--- src/rtl/stochastic_reaction_step_unit_macros.svh ---
// Assertion helpers for the step unit design file.
`ifndef STOCHASTIC_REACTION_STEP_UNIT_MACROS_SVH
`define STOCHASTIC_REACTION_STEP_UNIT_MACROS_SVH

// Same-cycle implication, ignored while reset is asserted.
`define SRS_ASSERT_IMP(lbl, clk, rstn, ante, cons) \
  lbl: assert property (@(posedge clk) disable iff (!rstn) (ante) |-> (cons)) \
    else $error("srs: implication check failed");

// Next-cycle implication, ignored while reset is asserted.
`define SRS_ASSERT_NXT(lbl, clk, rstn, ante, cons) \
  lbl: assert property (@(posedge clk) disable iff (!rstn) (ante) |=> (cons)) \
    else $error("srs: next-cycle check failed");

`endif

--- src/rtl/srs_ram.sv ---
module srs_ram #(
  parameter int unsigned Width = 12,
  parameter int unsigned Depth = 160
) (
  input  logic                     clk_i,
  input  logic                     we_i,
  input  logic [$clog2(Depth)-1:0] waddr_i,
  input  logic [Width-1:0]         wdata_i,
  input  logic [$clog2(Depth)-1:0] raddr_i,
  output logic [Width-1:0]         rdata_o
);

  logic [Width-1:0] mem_q [Depth];
  logic [Width-1:0] rdata_q;

  always_ff @(posedge clk_i) begin
    if (we_i) begin
      mem_q[waddr_i] <= wdata_i;
    end
    rdata_q <= mem_q[raddr_i];
  end

  assign rdata_o = rdata_q;

endmodule

--- config.mk ---
export PLATFORM = sky130hd
export DESIGN_NAME = srs_ram
export DESIGN_NICKNAME = d
export VERILOG_FILES = /design/src/rtl/stochastic_reaction_step_unit_macros.svh /design/src/rtl/srs_ram.sv
export SDC_FILE = /design/constraint.sdc
export NUM_CORES = 2
export LEC_CHECK = 0
export BUFFER_PORTS_ARGS = -buffer_cell sky130_fd_sc_hd__buf_4
export CORE_MARGIN = 2
export CORE_UTILIZATION = 30
export CTS_CLUSTER_DIAMETER = 50
export CTS_CLUSTER_SIZE = 14
export DETAILED_ROUTE_END_ITERATION = 16
export PLACE_DENSITY = 0.42
export SLEW_MARGIN = 30
export SYNTH_ARGS = -nofsm -noshare
export SYNTH_HDL_FRONTEND = slang
export SYNTH_SLANG_ARGS = --single-unit
export TNS_END_PERCENT = 30
--- constraint.sdc ---
create_clock -name clk_i -period 3.09 [get_ports clk_i]
set_input_delay 0.1545 -clock clk_i [delete_from_list [all_inputs] [get_ports clk_i]]
set_output_delay 0.1545 -clock clk_i [all_outputs]
set_load 0.05 [all_outputs]
* After elaboration in Yosys (flattened, before gate mapping)
Memories as Yosys holds them, arrays and structs flattened. A register that Yosys moved wholly into a read port is not among the register bits.
Cells that the tools add are included.
W data, S select, Z words.
** Operators by class
- Muxes and demuxes :: 2
** Operators with widths (count)
- $mux W1 :: 2
** Storage, ports and cells
- Bits in registers :: 0
- Memory bits (writable) :: 1920
- Input bits :: 30
- Output and inout port bits :: 12
- Logic and storage cells :: 3
- Memories :: 1
** Memories
- mem_q :: depth 160, width 12, read ports 1, clocked after Yosys merged registers in 1, write ports 1, line srs_ram.sv:13 : logic [Width-1:0] mem_q [Depth];

* Depth between registers and ports, before layout
- Word-level depth :: 2
- Gate-level depth with buffers :: 11
- Gate-level depth less buffers :: 6

* Worst setup path before layout
No wires, ideal clock.
- Kind :: input port to flip-flop
- Start point :: input port waddr_i[0]
- End point :: memory mem_q[125][0], enable pin
- Setup time :: 0.380 ns
- Data arrival time :: 1.639 ns
- Data required time :: 2.710 ns
- Setup slack :: 1.071 ns
- Stages on the path :: 5
- Path buffers :: 2
- Cells stage by stage :: clkbuf_1 > nor2b_1 > clkbuf_1 > nand4_1 > nor2_1
** RTL lines
- start: declaration :: line srs_ram.sv:7 : input logic [$clog2(Depth)-1:0] waddr_i,
- end: declaration :: line srs_ram.sv:13
No word-level cell before the write port.

==> impl_metrics.csv <==
group,metric,value,unit
synthesis,synth_flop_cell,"edfxtp_1",
die,die_h,505,um
outcome,status,"completed",
detailed_routing,via_per_inst,4.96,
global_route,grt_remaining_overflow,0,
detailed_routing,vias,38000,
detailed_routing,wl_met2,107,mm
synthesis,syn_inst,3703,
detailed_routing,wl_per_cell,29.1,um
global_route,grt_antenna_before_repair,5,
hold_path,min_from,"waddr_i[5]",
die,num_rows,183,
detailed_routing,drt-met1-wl,102,mm
run,cap_violations,0,
global_route,grt_max_degree,95,
hold_path,hold_path_class,"input pin to flop",
global_route,grt_pass1_vias,38700,
place,postPlaceCellArea,82000,sq um
clock_network,root_buffer,"clkbuf_16",
timing,slew_violations,0,
place,dp_hpwl,142,mm
detailed_routing,route.detailed.drc,0,
synthesis,yosysWarnings,0,
synthesis,synth.avg_cell_area,20.3,sq um
place,placed_cells,7263,
synthesis,synth_top_area_share,76.6,%
detailed_routing,dr.pass1.iters,5,
timing,clock_skew,31.8,ps
power_and_ir_drop,p_leak,0.0291,uW
timing,fin_crit_sh,87.3,%
synthesis,yosys.area.top_type,"edfxtp_1",
clock_network,clk_pin_slew,60,ps
setup_path,startpoint,"raddr_i[3]",
die,die_width,505,um
synthesis,synth.yosys.seq_area_share,76.9,%
setup_path,end_kind,"flop",
clock_network,cts_tree,"built",
die,io_pins,42,
synthesis,synth.area.top_cells,"edfxtp_1 77%, mux4_2 8.9%, mux2i_1 5.7%, a22oi_1 1.5%, nor2_1 0.88%",
die,start_util,30.2,%
place,post-place-ws,10.5,ps
timing,slew-limit-headroom,37.0,%
detailed_routing,dr.max_layer_used,"met4",
synthesis,yosys_register_bits,1932,
synthesis,ys_async_sr_fraction,0,%
timing,hold_viol,0,
place,numPortBuffers,41,
clock_network,clk_path_buf_depth,3,
clock_network,cts_made_buffers,208,
cells_and_area,finish.net_count,4190,
die,core,249000,sq um
setup_path,rr_startpoint,"mem_q[77][3]",
cells_and_area,final_area,89500,sq um
setup_path,path_max_fanout,18,
clock_network,holdBufCountCts,17,
synthesis,synth_nets,3733,
synthesis,synth_edf_count,1920,
setup_path,start_kind,"input pin",
cells_and_area,instances_no_fill,7669,
detailed_routing,initialDrtViolationCount,3725,
timing,worst_slew_pin_slew,941,ps
cells_and_area,drive_gt1_share,25.6,%
synthesis,syn-cell-area,75300,sq um
cells_and_area,final_cell_mix,"1920 x edfxtp_1, 432 x mux2i_1, 376 x buf_4",
synthesis,synth.distinct_cells,40,
detailed_routing,met3WireLength,10.7,mm
timing,setup_viol,0,
clock_network,cts_setup_buffers,0,
timing,min_period,2700,ps
power_and_ir_drop,cellPowerDensity,653,nW/um^2
clock_network,cts-resized-gates,0,
clock_network,clock-sinks,1932,
detailed_routing,ant_nets,0,
clock_network,clk_latency,840,ps
place,globalplace.congestion,0.803,
cells_and_area,area.growth.synth_to_final,18.9,%
timing,finalSetupTns,0,ps
clock_network,h-tree-depth,4,
setup_path,criticalPathCategory,"input pin to flop",
timing,rsz0062_at_grt,"no",
power_and_ir_drop,ir_drop,446,uV
global_route,gr-usage-all-layers,17.3,%
cells_and_area,final_common_cell,"edfxtp_1",
timing,worst_slack,392,ps
timing,timing.hold.ws,86.7,ps
die,dieArea,255000,sq um
global_route,grt_pass1_wl,313,mm
detailed_routing,wl,223,mm
setup_path,cp.arrival,3370,ps
timing,max_freq,371,MHz
setup_path,cp.required,3760,ps
-- layer usage --
| metal | global-route usage, % | up-vias |
|---|---|---|
| li1 | - | 16300 |
| met1 | 24.6 | 20500 |
| met2 | 27.8 | 933 |
| met3 | 2.66 | 256 |
| met4 | 3.92 | 0 |
| met5 | 0 | - |
-- sequential cells by signal (all words and copies together), names as in the netlist --
name / count
mem_q: 1920
rdata_o: 12
-- path summary, 6_finish.rpt --
check                        to  slack, ps  cells after the start
setup / recovery     rdata_o[3]        390                     10
hold / removal    mem_q[116][2]         90                      4
setup reg to reg     rdata_o[3]        720                      7
hold reg to reg      rdata_o[8]       1060                      5
-- area by class of cell --
class	count	area [sq um]
fillers	23300	160000
flip-flops and latches	1932	57900
multi-input cells	1554	15900
clock buffers	230	5370
repair buffers	460	4210
well taps	3330	4170
clock inverters	153	1890
inverters	4	17.5
diodes	6	15.0
-- metrics by stage --
stage	utilization [%]	total power [uW]
floorplan	-	31000
global placement	32.9	32700
detailed placement	32.9	32700
CTS	35.9	59100
global route	35.9	60300
finish	35.9	58400
-- power breakdown --
group	internal, uW	leakage [uW]	total (uW)	switching [uW]
registers	28900	0.0174	28900	66.3
logic	1090	0.00824	3120	2030
clock network	15300	0.00353	26400	11100
-- synthesized netlist by cell type (all sizes together) (22+ instances only) --
cell	instances
edfxtp	1920
a22oi	147
nand3	34
o221ai	49
nand2	88
a21oi	110
mux2i	432
o22ai	22
mux4	299
buf	128
nor2	176
clkbuf	85
-- worst max-delay path: stages --
cell and delay, ps:
dlygate4sd3_1 540, buf_6 230, buf_12 270, buf_4 270, nand2b_1 400, nor3_1 120, nor4_1 240, buf_4 150
nand4_1 360, a211oi_1 590
-- kinds of logic (layout without fill, tap and decap cells) --
kind of cell	count (synthesis)	count (layout)	share of synthesized area (%)
DFF	1932	1932	76.9
other	0	6	0
and+or+nand+nor	396	396	2.33
AOI/OAI and AO/OA	427	427	4.06
muxes	731	731	14.7
buffers and inverters	217	847	2.01
(Power assumes the default switching activity.)
